## config.mk

```make
export PLATFORM = sky130hd
export DESIGN_NAME = thermal_false_color_mapper
export DESIGN_NICKNAME = d
export VERILOG_FILES = /design/src/hw/rtl/tfcm_pkg.sv /design/src/hw/rtl/tfcm_ram.sv /design/src/hw/rtl/tfcm_div.sv /design/src/hw/rtl/thermal_false_color_mapper.sv
export SDC_FILE = /design/constraint.sdc
export NUM_CORES = 2
export LEC_CHECK = 0
export ABC_AREA = 0
export BUFFER_PORTS_ARGS = -buffer_cell sky130_fd_sc_hd__clkbuf_2
export CORE_ASPECT_RATIO = 0.75
export CORE_MARGIN = 5
export CORE_UTILIZATION = 55
export CTS_BUF_LIST = sky130_fd_sc_hd__clkbuf_2
export DETAILED_ROUTE_END_ITERATION = 7
export GPL_ROUTABILITY_DRIVEN = 0
export PLACE_DENSITY = 0.69
export SLEW_MARGIN = 40
export SYNTH_ARGS = -nofsm -noshare
export SYNTH_HDL_FRONTEND = slang
export SYNTH_HIERARCHICAL = 1
export SYNTH_SLANG_ARGS = --single-unit
export TNS_END_PERCENT = 30
```

## constraint.sdc

```tcl
create_clock -name i_clk -period 4.8 [get_ports i_clk]
set_input_delay 0.96 -clock i_clk [delete_from_list [all_inputs] [get_ports i_clk]]
set_output_delay 0.96 -clock i_clk [all_outputs]
set_load 0.02 [all_outputs]
```

## src/hw/rtl/tfcm_pkg.sv

```systemverilog
`timescale 1ns / 1ps
`default_nettype none
// ----------------------------------------------------------------------------
// tfcm_pkg: shared types and constants of the thermal false color mapper
// Frame geometry, field widths, command codes and the divider interface.
// ----------------------------------------------------------------------------
package tfcm_pkg;

    // frame geometry
    localparam int ROWS    = 16;
    localparam int COLS    = 12;
    localparam int PIXELS  = ROWS * COLS;
    localparam int ADDR_W  = (PIXELS > 1) ? $clog2(PIXELS) : 1;

    // transaction fields
    localparam int CMD_W   = 1;
    localparam int IDX_W   = 8;
    localparam int TEMP_W  = 16;
    localparam int COLOR_W = 24;
    localparam int LEVEL_W = 9;

    localparam logic [CMD_W-1:0] CMD_LOAD = 1'b0;
    localparam logic [CMD_W-1:0] CMD_READ = 1'b1;

    // level quantization
    localparam int NLEVELS   = 383;
    localparam int TOP_LEVEL = NLEVELS - 1;

    // datapath widths: offset/span fit TEMP_W unsigned, 383*d fits PROD_W
    localparam int PROD_W = TEMP_W + 9;
    localparam int NUM_W  = PROD_W + 2;
    localparam int DEN_W  = TEMP_W + 1;
    localparam int QUO_W  = LEVEL_W;
    localparam int CNT_W  = $clog2(QUO_W);
    localparam int DVS_W  = DEN_W + QUO_W - 1;

    typedef struct packed {
        logic               start;
        logic [NUM_W-1:0]   num;
        logic [DEN_W-1:0]   den;
    } t_div_req;

    typedef struct packed {
        logic               done;
        logic [QUO_W-1:0]   quo;
    } t_div_rsp;

endpackage
`default_nettype wire

```

## src/hw/rtl/tfcm_ram.sv

```systemverilog
`timescale 1ns / 1ps
`default_nettype none
// ----------------------------------------------------------------------------
// tfcm_ram: generic single-port RAM
// One write or one read per cycle, read data registered.
// ----------------------------------------------------------------------------
module tfcm_ram #(
    parameter int WIDTH = 16,
    parameter int DEPTH = 192,
    parameter int AW    = (DEPTH > 1) ? $clog2(DEPTH) : 1
) (
    input  wire logic             i_clk,
    input  wire logic             i_we,
    input  wire logic             i_re,
    input  wire logic [AW-1:0]    i_addr,
    input  wire logic [WIDTH-1:0] i_wdata,
    output logic      [WIDTH-1:0] o_rdata
);

    logic [WIDTH-1:0] r_mem [DEPTH];
    logic [WIDTH-1:0] r_rdata;

    always_ff @(posedge i_clk) begin
        if (i_we) begin
            r_mem[i_addr] <= i_wdata;
        end
        if (i_re) begin
            r_rdata <= r_mem[i_addr];
        end
    end

    assign o_rdata = r_rdata;

endmodule
`default_nettype wire

```

## src/hw/rtl/tfcm_div.sv

```systemverilog
`timescale 1ns / 1ps
`default_nettype none
// ----------------------------------------------------------------------------
// tfcm_div: iterative restoring divider
// One compare-subtract per cycle, QUO_W quotient bits, MSB first.
// Caller guarantees num < den * 2**QUO_W.
// ----------------------------------------------------------------------------
module tfcm_div (
    input  wire logic              i_clk,
    input  wire logic              i_rst_n,
    input  wire tfcm_pkg::t_div_req i_req,
    output tfcm_pkg::t_div_rsp     o_rsp
);
    import tfcm_pkg::*;

    logic             r_busy;
    logic             r_done;
    logic [CNT_W-1:0] r_cnt;
    logic [NUM_W-1:0] r_rem;
    logic [DVS_W-1:0] r_dvs;
    logic [QUO_W-1:0] r_quo;

    logic             n_ge;
    logic [NUM_W-1:0] n_diff;

    // the shared compare/subtract
    always_comb begin
        n_diff = r_rem - NUM_W'(r_dvs);
        n_ge   = (r_rem >= NUM_W'(r_dvs));
    end

    always_ff @(posedge i_clk) begin
        if (!i_rst_n) begin
            r_busy <= 1'b0;
            r_done <= 1'b0;
            r_cnt  <= '0;
        end else begin
            r_done <= 1'b0;
            if (i_req.start) begin
                r_busy <= 1'b1;
                r_cnt  <= CNT_W'(QUO_W - 1);
            end else if (r_busy) begin
                r_cnt <= r_cnt - 1'b1;
                if (r_cnt == '0) begin
                    r_busy <= 1'b0;
                    r_done <= 1'b1;
                end
            end
        end
    end

    always_ff @(posedge i_clk) begin
        if (i_req.start) begin
            r_rem <= i_req.num;
            r_dvs <= {i_req.den, {(QUO_W-1){1'b0}}};
            r_quo <= '0;
        end else if (r_busy) begin
            if (n_ge) begin
                r_rem <= n_diff;
            end
            r_dvs <= r_dvs >> 1;
            r_quo <= {r_quo[QUO_W-2:0], n_ge};
        end
    end

    assign o_rsp.done = r_done;
    assign o_rsp.quo  = r_quo;

endmodule
`default_nettype wire

```

## src/hw/rtl/thermal_false_color_mapper.sv

```systemverilog
`timescale 1ns / 1ps
`default_nettype none
// ----------------------------------------------------------------------------
// thermal_false_color_mapper: thermal frame to false color level and RGB
// Frame store with running min/max, nearest-level quantizer, color ramp.
// ----------------------------------------------------------------------------
// Usage:
//   Input channel (i_valid / o_stall) carries command, pixel_index and
//   temperature. A load transaction (command 0) writes the pixel into the
//   frame store and widens the running min/max; pixel 0 restarts them. It
//   completes in the accept cycle and the block stays ready. Loads or reads
//   at an index past the frame are dropped with no result.
//   A read transaction (command 1) yields one result on the output channel
//   (o_valid / i_stall): the level 0..382 and its packed 24-bit color.
//   A read goes from S_READ straight to S_DONE when the level is fixed by
//   range checks (flat frame, pixel at or beyond min/max), through S_MUL
//   and S_SETUP when the scaled offset already reaches the top level, and
//   on through S_DIV when it needs the 9-bit serial divide; the divider
//   retires one quotient bit per cycle. The input is stalled for the whole
//   read, so reads do not overlap. The result sits in an output register:
//   while the receiver stalls it, the block still takes the next
//   transaction and holds a finished read until the register frees.
//   Reset clears min/max to zero and empties the pipeline; the frame store
//   is not cleared and must be written before it is read.
// ----------------------------------------------------------------------------
module thermal_false_color_mapper (
    input  wire logic                          i_clk,
    input  wire logic                          i_rst_n,
    // input channel
    input  wire logic                          i_valid,
    output logic                               o_stall,
    input  wire logic [tfcm_pkg::CMD_W-1:0]    i_command,
    input  wire logic [tfcm_pkg::IDX_W-1:0]    i_pixel_index,
    input  wire logic [tfcm_pkg::TEMP_W-1:0]   i_temperature,
    // output channel
    output logic                               o_valid,
    input  wire logic                          i_stall,
    output logic      [tfcm_pkg::COLOR_W-1:0]  o_color,
    output logic      [tfcm_pkg::LEVEL_W-1:0]  o_level
);
    import tfcm_pkg::*;

    // sequencer states
    typedef enum logic [6:0] {
        S_IDLE  = 7'b0000001,
        S_READ  = 7'b0000010,
        S_MUL   = 7'b0000100,
        S_SETUP = 7'b0001000,
        S_DIV   = 7'b0010000,
        S_DONE  = 7'b0100000,
        S_SPARE = 7'b1000000
    } t_state;

    // k = 382 - level, four linear segments of the red-yellow-cyan-blue ramp
    function automatic logic [COLOR_W-1:0] ramp_color(input logic [LEVEL_W-1:0] lvl);
        logic [LEVEL_W-1:0] k;
        logic [7:0]         r;
        logic [7:0]         g;
        logic [7:0]         b;
        k = LEVEL_W'(TOP_LEVEL) - lvl;
        if (k <= LEVEL_W'(127)) begin
            r = 8'(LEVEL_W'(255) - k);
            g = 8'({k[7:0], 1'b0});
            b = 8'd0;
        end else if (k <= LEVEL_W'(254)) begin
            r = 8'(LEVEL_W'(255) - k);
            g = 8'd254;
            b = 8'({k - LEVEL_W'(127), 1'b0});
        end else if (k == LEVEL_W'(255)) begin
            r = 8'd0;
            g = 8'd254;
            b = 8'd255;
        end else begin
            r = 8'(k - LEVEL_W'(255));
            g = 8'(9'd254 - 9'({k - LEVEL_W'(255), 1'b0}));
            b = 8'd255;
        end
        return {r, g, b};
    endfunction

    t_state               r_state;
    t_state               n_state;

    logic signed [TEMP_W-1:0] r_min;
    logic signed [TEMP_W-1:0] r_max;

    logic [TEMP_W-1:0]    r_d;      // pixel offset above min
    logic [TEMP_W-1:0]    r_sp;     // max - min
    logic [PROD_W-1:0]    r_s;      // 383 * d
    logic [PROD_W-1:0]    r_top;    // 382 * span
    logic [LEVEL_W-1:0]   r_level;

    logic                 r_out_valid;
    logic [COLOR_W-1:0]   r_color;
    logic [LEVEL_W-1:0]   r_out_level;

    logic                 n_accept;
    logic                 n_in_range;
    logic                 n_we;
    logic                 n_re;
    logic [TEMP_W-1:0]    n_rdata;
    logic signed [TEMP_W:0] n_span;
    logic signed [TEMP_W:0] n_off;
    logic                 n_out_free;

    t_div_req             n_div_req;
    t_div_rsp             n_div_rsp;

    assign n_accept   = i_valid && !o_stall;
    assign n_in_range = (int'(i_pixel_index) < PIXELS);
    assign n_we       = n_accept && n_in_range && (i_command == CMD_LOAD);
    assign n_re       = n_accept && n_in_range && (i_command == CMD_READ);
    assign n_out_free = !r_out_valid || !i_stall;

    tfcm_ram #(
        .WIDTH (TEMP_W),
        .DEPTH (PIXELS)
    ) u_store (
        .i_clk   (i_clk),
        .i_we    (n_we),
        .i_re    (n_re),
        .i_addr  (ADDR_W'(i_pixel_index)),
        .i_wdata (i_temperature),
        .o_rdata (n_rdata)
    );

    // span is never negative: min/max start equal and only widen
    assign n_span = {r_max[TEMP_W-1], r_max} - {r_min[TEMP_W-1], r_min};
    assign n_off  = {n_rdata[TEMP_W-1], n_rdata} - {r_min[TEMP_W-1], r_min};

    // divide (2s + span) / (2 span) gives the nearest level, ties upward
    assign n_div_req.start = (r_state == S_SETUP) && (r_s < r_top);
    assign n_div_req.num   = NUM_W'({r_s, 1'b0}) + NUM_W'(r_sp);
    assign n_div_req.den   = {r_sp, 1'b0};

    tfcm_div u_div (
        .i_clk   (i_clk),
        .i_rst_n (i_rst_n),
        .i_req   (n_div_req),
        .o_rsp   (n_div_rsp)
    );

    // sequencer
    always_comb begin
        n_state = r_state;
        unique case (r_state)
            S_IDLE: begin
                if (n_re) begin
                    n_state = S_READ;
                end
            end
            S_READ: begin
                if (n_span <= 0 || n_off <= 0 || n_off >= n_span) begin
                    n_state = S_DONE;
                end else begin
                    n_state = S_MUL;
                end
            end
            S_MUL: begin
                n_state = S_SETUP;
            end
            S_SETUP: begin
                n_state = (r_s < r_top) ? S_DIV : S_DONE;
            end
            S_DIV: begin
                if (n_div_rsp.done) begin
                    n_state = S_DONE;
                end
            end
            S_DONE: begin
                if (n_out_free) begin
                    n_state = S_IDLE;
                end
            end
            default: begin
                n_state = S_IDLE;
            end
        endcase
    end

    always_ff @(posedge i_clk) begin
        if (!i_rst_n) begin
            r_state <= S_IDLE;
        end else begin
            r_state <= n_state;
        end
    end

    // running frame extremes; pixel 0 restarts them
    always_ff @(posedge i_clk) begin
        if (!i_rst_n) begin
            r_min <= '0;
            r_max <= '0;
        end else if (n_we) begin
            if (i_pixel_index == '0) begin
                r_min <= $signed(i_temperature);
                r_max <= $signed(i_temperature);
            end else begin
                if ($signed(i_temperature) < r_min) begin
                    r_min <= $signed(i_temperature);
                end
                if ($signed(i_temperature) > r_max) begin
                    r_max <= $signed(i_temperature);
                end
            end
        end
    end

    // level datapath
    always_ff @(posedge i_clk) begin
        unique case (r_state)
            S_READ: begin
                r_d  <= n_off[TEMP_W-1:0];
                r_sp <= n_span[TEMP_W-1:0];
                if (n_span <= 0 || n_off >= n_span) begin
                    r_level <= LEVEL_W'(TOP_LEVEL);
                end else begin
                    r_level <= '0;
                end
            end
            S_MUL: begin
                // 383 = 512 - 128 - 1, 382 = 512 - 128 - 2
                r_s   <= PROD_W'({r_d, 9'b0}) - PROD_W'({r_d, 7'b0}) - PROD_W'(r_d);
                r_top <= PROD_W'({r_sp, 9'b0}) - PROD_W'({r_sp, 7'b0})
                         - PROD_W'({r_sp, 1'b0});
            end
            S_SETUP: begin
                r_level <= LEVEL_W'(TOP_LEVEL);
            end
            S_DIV: begin
                if (n_div_rsp.done) begin
                    if (n_div_rsp.quo >= QUO_W'(TOP_LEVEL)) begin
                        r_level <= LEVEL_W'(TOP_LEVEL - 1);
                    end else begin
                        r_level <= n_div_rsp.quo;
                    end
                end
            end
            default: begin
            end
        endcase
    end

    // output register
    always_ff @(posedge i_clk) begin
        if (!i_rst_n) begin
            r_out_valid <= 1'b0;
        end else if ((r_state == S_DONE) && n_out_free) begin
            r_out_valid <= 1'b1;
        end else if (!i_stall) begin
            r_out_valid <= 1'b0;
        end
    end

    always_ff @(posedge i_clk) begin
        if ((r_state == S_DONE) && n_out_free) begin
            r_color     <= ramp_color(r_level);
            r_out_level <= r_level;
        end
    end

    assign o_stall = (r_state != S_IDLE);
    assign o_valid = r_out_valid;
    assign o_color = r_color;
    assign o_level = r_out_level;

endmodule
`default_nettype wire

```

### Yosys cells after proc, flatten, opt, wreduce, memory -nomap -nowiden

Memories as Yosys holds them, arrays and structs flattened. A register that Yosys moved wholly into a read port is not among the register bits.
Index checks and enable logic that the tools add are counted.

| word-level totals | value |
|---|---|
| memories | 1 |
| output and inout bits | 35 |
| word-level logic and storage cells | 126 |
| input bits | 29 |
| RAM bits | 3072 |
| bits in registers | 231 |

| operators by class | value |
|---|---|
| bitwise operators | 3 |
| add/subtract/negate cells | 14 |
| equality and inequality tests | 12 |
| reductions and logical operators | 28 |
| multiplexer cells | 36 |
| magnitude comparators | 11 |

Memories:

| name | words | bits a word | rd ports | clocked after memory_dff | wr ports | RTL line | source |
|---|---|---|---|---|---|---|---|
| u_store.r_mem | 192 | 16 | 1 | 1 | 1 | tfcm_ram.sv:20 | `logic [WIDTH-1:0] r_mem [DEPTH];` |

Operator list:

| operator | number |
|---|---|
| $mux 27 | 3 |
| $mux 16 | 4 |
| $mux 8 | 7 |
| $mux 25 | 2 |
| $sub 25x23->25 | 2 |
| $pmux 7 s6 | 1 |
| $le 17x1->1 const B | 2 |
| $sub 16x16->17 | 2 |
| $add 26x16->27 | 1 |
| $ge 27x25->1 | 1 |
| $mux 9 | 3 |
| $pmux 9 s3 | 1 |
| $sub 27x25->27 | 1 |
| $lt 25x25->1 | 1 |
| $sub 25x16->25 | 1 |
| $sub 25x17->25 | 1 |
| $mux 7 | 3 |
| $ge 17x17->1 | 1 |
| $gt 16x16->1 | 1 |
| $lt 16x16->1 | 1 |
| $sub 8x8->8 const A | 2 |
| $mux 6 | 2 |
| $eq 9x8->1 const B | 1 |
| $ge 9x9->1 const B | 1 |
| other kinds (30) | 59 |

### Longest topological paths before layout

| logic depth | value |
|---|---|
| depth after elaboration | 7 |
| gate-level depth with buffers | 20 |
| gate-level depth less buffers | 20 |

### Cells and area by module

Netlist, hierarchy kept.

Modules (own cells, without submodules):

| module | instances | sequential area each (um^2) | area each (um^2) | cells each |
|---|---|---|---|---|
| tfcm_ram | 1 | 92728.9 | 117931.9 | 4824 |
| thermal_false_color_mapper | 1 | 4444.3 | 12767.2 | 1319 |
| tfcm_div | 1 | 1781.7 | 4480.5 | 506 |

### Worst setup path after synthesis

OpenSTA, ideal clock, no wires.

| path | value |
|---|---|
| kind | register to register |
| start point | reg r_state[5] |
| end point | reg r_state[5] |
| arrival time | 5.216 ns |
| period minus slack after synthesis | 5.302 ns |
| library setup time | 0.086 ns |
| required time | 4.714 ns |
| stages on the path, launching flop included | 7 |
| path slack | -0.502 ns |
| path buffers | 0 |
| cells stage by stage | dfxtp_1 > or4_1 > nor3b_1 > nor4_1 > nor3_1 > nand2_1 > o221ai_1 |

| on the way | value |
|---|---|
| cells in the longest elaborated chain, start to end | 7 |
| elaborated cells between the ends (all ways) | 16 |

Ends and longest elaborated chain:

| element | RTL line | source |
|---|---|---|
| start: declaration | thermal_false_color_mapper.sv:81 | `t_state r_state;` |
| start signal: assignment | thermal_false_color_mapper.sv:185 | `r_state <= n_state;` |
| $ne 7x1->1 | thermal_false_color_mapper.sv:262 | `assign o_stall = (r_state != S_IDLE);` |
| $logic_not 1->1 | thermal_false_color_mapper.sv:109 | `assign n_accept = i_valid && !o_stall;` |
| $logic_and 1x1->1 | thermal_false_color_mapper.sv:109 |  |
| $logic_and 1x1->1 (2 in series) | thermal_false_color_mapper.sv:112 | `assign n_re = n_accept && n_in_range && (i_command == CMD_READ);` |
| $ne 2x2->1 (no source line) | - |  |
| $reduce_and 3->1 (no source line) | - |  |

Several ways; a longest one is shown, not always the timed one.
A chain may end at the register's enable or synchronous reset.

### Final worst setup path

| path | value |
|---|---|
| start point | reg u_store.r_rdata[0] (netlist: u_store/o_rdata[0]) (read register of u_store.r_mem) |
| end point | reg r_level[5], data pin |

| on the way | value |
|---|---|
| cells in the longest elaborated chain, start to end | 5 |

Ends and longest elaborated chain:

| element | RTL line | source |
|---|---|---|
| start: declaration | tfcm_ram.sv:21 | `logic [WIDTH-1:0] r_rdata;` |
| $sub 16x16->17 | thermal_false_color_mapper.sv:129 | `assign n_off = {n_rdata[TEMP_W-1], n_rdata} - {r_min[TEMP_W-1], r_min};` |
| via n_off[14] | thermal_false_color_mapper.sv:103 | `logic signed [TEMP_W:0] n_off;` |
| $ge 17x17->1 | thermal_false_color_mapper.sv:215 | `if (n_span <= 0 \|\| n_off >= n_span) begin` |
| $logic_or 1x1->1 | thermal_false_color_mapper.sv:215 |  |
| $mux 9 | thermal_false_color_mapper.sv:215 |  |
| $pmux 9 s3 | thermal_false_color_mapper.sv:211 | `unique case (r_state)` |
| end signal: assignment | thermal_false_color_mapper.sv:216 | `r_level <= LEVEL_W'(TOP_LEVEL);` |
| end signal: assignment | thermal_false_color_mapper.sv:228 | `r_level <= LEVEL_W'(TOP_LEVEL);` |
| end signal: assignment | thermal_false_color_mapper.sv:233 | `r_level <= LEVEL_W'(TOP_LEVEL - 1);` |
| end: declaration | thermal_false_color_mapper.sv:91 | `logic [LEVEL_W-1:0] r_level;` |

The timed path passes the listed nets, and every way through them passes these cells.

==> run_results.csv <==
group,metric,value,unit
status,outcome,"complete, no violations",
finish,fin_nets,7914,
setup_path,critPathLaunch,"u_store/o_rdata[0]$_DFFE_PP_",
setup_path,cp_common_cell,"a21o_1",
drt,vias_per_cell,6.36,
hold_path,hold_depth,3,
floorplan,die_w,582,um
setup_path,end_kind,"register",
yosys,yosys.area.top_type,"edfxtp_1",
clock_tree,postCtsSetupRepairBufs,0,
yosys,synthAdderAreaFrac,2.24,%
clock_tree,cts_root_buf,"clkbuf_2",
clock_tree,cts_buffers,751,
setup_path,worstPathArrival,6.05,ns
setup_path,cp-start-kind,"register",
timing,fin_ws,0.245,ns
timing,max_freq,220,MHz
timing,slew_violations,0,
drt,drt_pre_antenna_iters,6,
yosys,synthMuxAreaShare,16.3,%
place,dpl.hpwl,213000,um
clock_tree,cts_tree,"yes",
setup_path,required,6.29,ns
hold_path,hold_path.class,"in2reg",
floorplan,coreArea,244000,um2
drt,ant_nets,0,
yosys,synth_simple_gate_area_share,2.91,%
setup_path,cp_max_fo,5,
place,place_ws,0.184,ns
timing,skew,0.191,ns
yosys,synth.distinct_cells,95,
setup_path,worstPathCellList,"inv_1, ha_1, inv_1, fa_1, a211oi_2, o21bai_1, a41o_1, a31o_2, a21o_1, a21o_1, xnor2_2, ha_1, a21o_1, a2111oi_1, o21ai_0, a21oi_1, o21ai_1, or2_1, o21a_1",
yosys,synth_top_family_by_area,"multiplexers",
setup_path,crit_slowest_cell,"fa_1",
yosys,synth_common_cells,"3254 x edfxtp_1, 936 x mux4_2, 308 x nor2_1, 212 x ha_1, 211 x inv_1",
global_routing,antenna_found_initial,19,
global_routing,grt-ovfl-total,0,
hold_path,holdCritStartpoint,"i_temperature[5]",
yosys,async_reset_ff_share,0,%
yosys,synth_top_area_share,72.3,%
timing,timing.final.crit_share,94.9,%
yosys,synthXorXnorAreaFrac,0.732,%
run,maxCapViolCount,0,
drt,routedWlPerCell,30.3,um
global_routing,grt_usage,27.3,%
timing,worstMarginPinSlew,1.05,ns
drt,drt_iter0_drc,9570,
timing,hold_viol,0,
place,dp.cells,10100,
clock_tree,clk_pin_slew,0.11,ns
setup_path,r2r_cells,19,
place,placed_area,142000,um2
setup_path,slowest_delay,0.41,ns
yosys,synthFlopType,"edfxtp_1",
floorplan,start_util,55.3,%
setup_path,path_class,"reg2reg",
finish,drive_above_1_share,33.5,%
power,ir_worst_vdd,303,uV
yosys,synth_seq_cells,3316,
timing,grt_setup_unrepaired,"false",
clock_tree,clock_latency,1.90,ns
yosys,synth-compound-area-share,2.87,%
floorplan,rows,157,
clock_tree,cts_htree_levels,6,
global_routing,grt_pass1_vias,72400,
finish,area_growth,11.0,%
floorplan,num_io_pins,64,
timing,setup_viol,0,
yosys,syn_area,135000,um2
power,p_leak,50.0,nW
clock_tree,cts_buffer_depth,4,
finish,layout.cells.non_filler,11500,
yosys,avgSynthCellArea,20.3,um2
drt,post-route-drc-count,0,
clock_tree,cts.sinks,3316,
setup_path,rr_startpoint,"u_store/o_rdata[0]$_DFFE_PP_",
drt,wirelength,349000,um
global_routing,grt_max_degree,134,
timing,slew_headroom,29.9,%
yosys,synthTopCellsByArea,"edfxtp_1 72%, mux4_2 16%, ha_1 2.0%",
finish,final_area,150000,um2
yosys,synth_edf_count,3254,
global_routing,grt_pass1_wl,504000,um
yosys,syn-instance-count,6649,
power,powerDensity,364,nW/um2
floorplan,die_h,439,um
place,portBuffers,62,
drt,vias,73300,
yosys,ys_warn_count,6,
timing,min_period,4.56,ns
floorplan,die_area,256000,um2
yosys,ys_seq_area_share,73.2,%
yosys,yosysMostFrequentCell,"edfxtp_1",
## cell type report
cell class | count | area (um2)
clock inverter | 200 | 1200
timing repair buffer | 561 | 5110
inverter | 213 | 800
multi-input combinational | 2811 | 34200
sequential | 3316 | 99000
clock buffer | 1142 | 5720
tap | 3259 | 4080
antenna | 20 | 50.0
fill | 17300 | 94300
## critical path: cells and delay by family (launching register included)
family,cells,cell delay (ns)
AOI/OAI and AO/OA,12,2.43
buffers and inverters,2,0.14
and+or+nand+nor,1,0.32
xor gates and xnor gates,1,0.14
adders and majority gates,3,0.86
DFF,1,0.38
## per-layer routing
layer	part of all wire, %	global-route usage (%)
met5	0.074	0.734
met4	2.9	8.54
met3	13	8.47
met2	43	38.3
met1	41	41.3
## cells in the final DEF (no fill, tap or decap), types with 70 or more instances in the layout
master and n:
edfxtp_1 3254, clkbuf_2 1182, mux4_2 936, buf_4 382
nor2_1 273, ha_1 212, inv_1 211, nand2_1 175
a21oi_1 147, clkinv_1 137, o21ai_0 117, mux2i_1 97
xnor2_1 77, nand3_1 75, nor2b_1 70
## power by group
group          switching (mW)  internal [mW]
sequential             0.0870           31.9
clock                    11.0           7.06
combinational            2.81           1.84
total                    13.9           40.8
## path summary, 6_finish.rpt
| path | slack (ns) | end |
|---|---|---|
| worst max-delay path | 0.24 | r_level[5]$_DFFE_PP_ |
| worst min-delay path | 0.31 | u_store/r_mem[169][5]$_DFFE_PP_ |
| worst max register to register | 0.24 | r_level[5]$_DFFE_PP_ |
| worst min register to register | 0.50 | u_div/r_done$_SDFF_PP0_ |
## per-stage QoR
stage                     TNS (ns)  util (%)  total power [mW]  hold slack, ns
after floorplan                  0         -              35.3           0.424
after global placement      -0.141      58.3              37.1           0.473
after detailed placement         0      58.3              37.2           0.477
after CTS                        0      61.4              55.1          0.0373
after global routing             0      61.4              57.1           0.151
final                            0      61.4              54.7           0.314
## flip-flops by register name, summed over array words and instances, names as in the netlist, 4 cells and up
signal,cells
r_s,25
r_level,9
r_d,16
u_div/r_rem,27
o_level,9
r_max,16
u_div/r_dvs,25
u_div/r_quo,9
r_top,24
o_color,23
u_div/r_cnt,4
r_min,16
u_store/r_mem,3072
r_sp,16
u_store/o_rdata,16
r_state,6
## what timing repair did
item,4_1_cts,5_1_grt
hold buffers,50,0
gates resized for setup,0,5
endpoints found under the hold margin,2176,0
setup endpoints to repair,0,9
## cell families (layout without fill, tap and decap cells)
| family | Yosys count | count (layout) |
|---|---|---|
| buffers and inverters | 523 | 2116 |
| other | 1 | 22 |
| muxes | 1036 | 1036 |
| adders and majority gates | 231 | 231 |
| AOI/OAI and AO/OA | 597 | 597 |
| xor gates and xnor gates | 113 | 113 |
| DFF | 3316 | 3316 |
| and+or+nand+nor | 832 | 832 |
No activity file was read; power rests on OpenSTA's default activity.
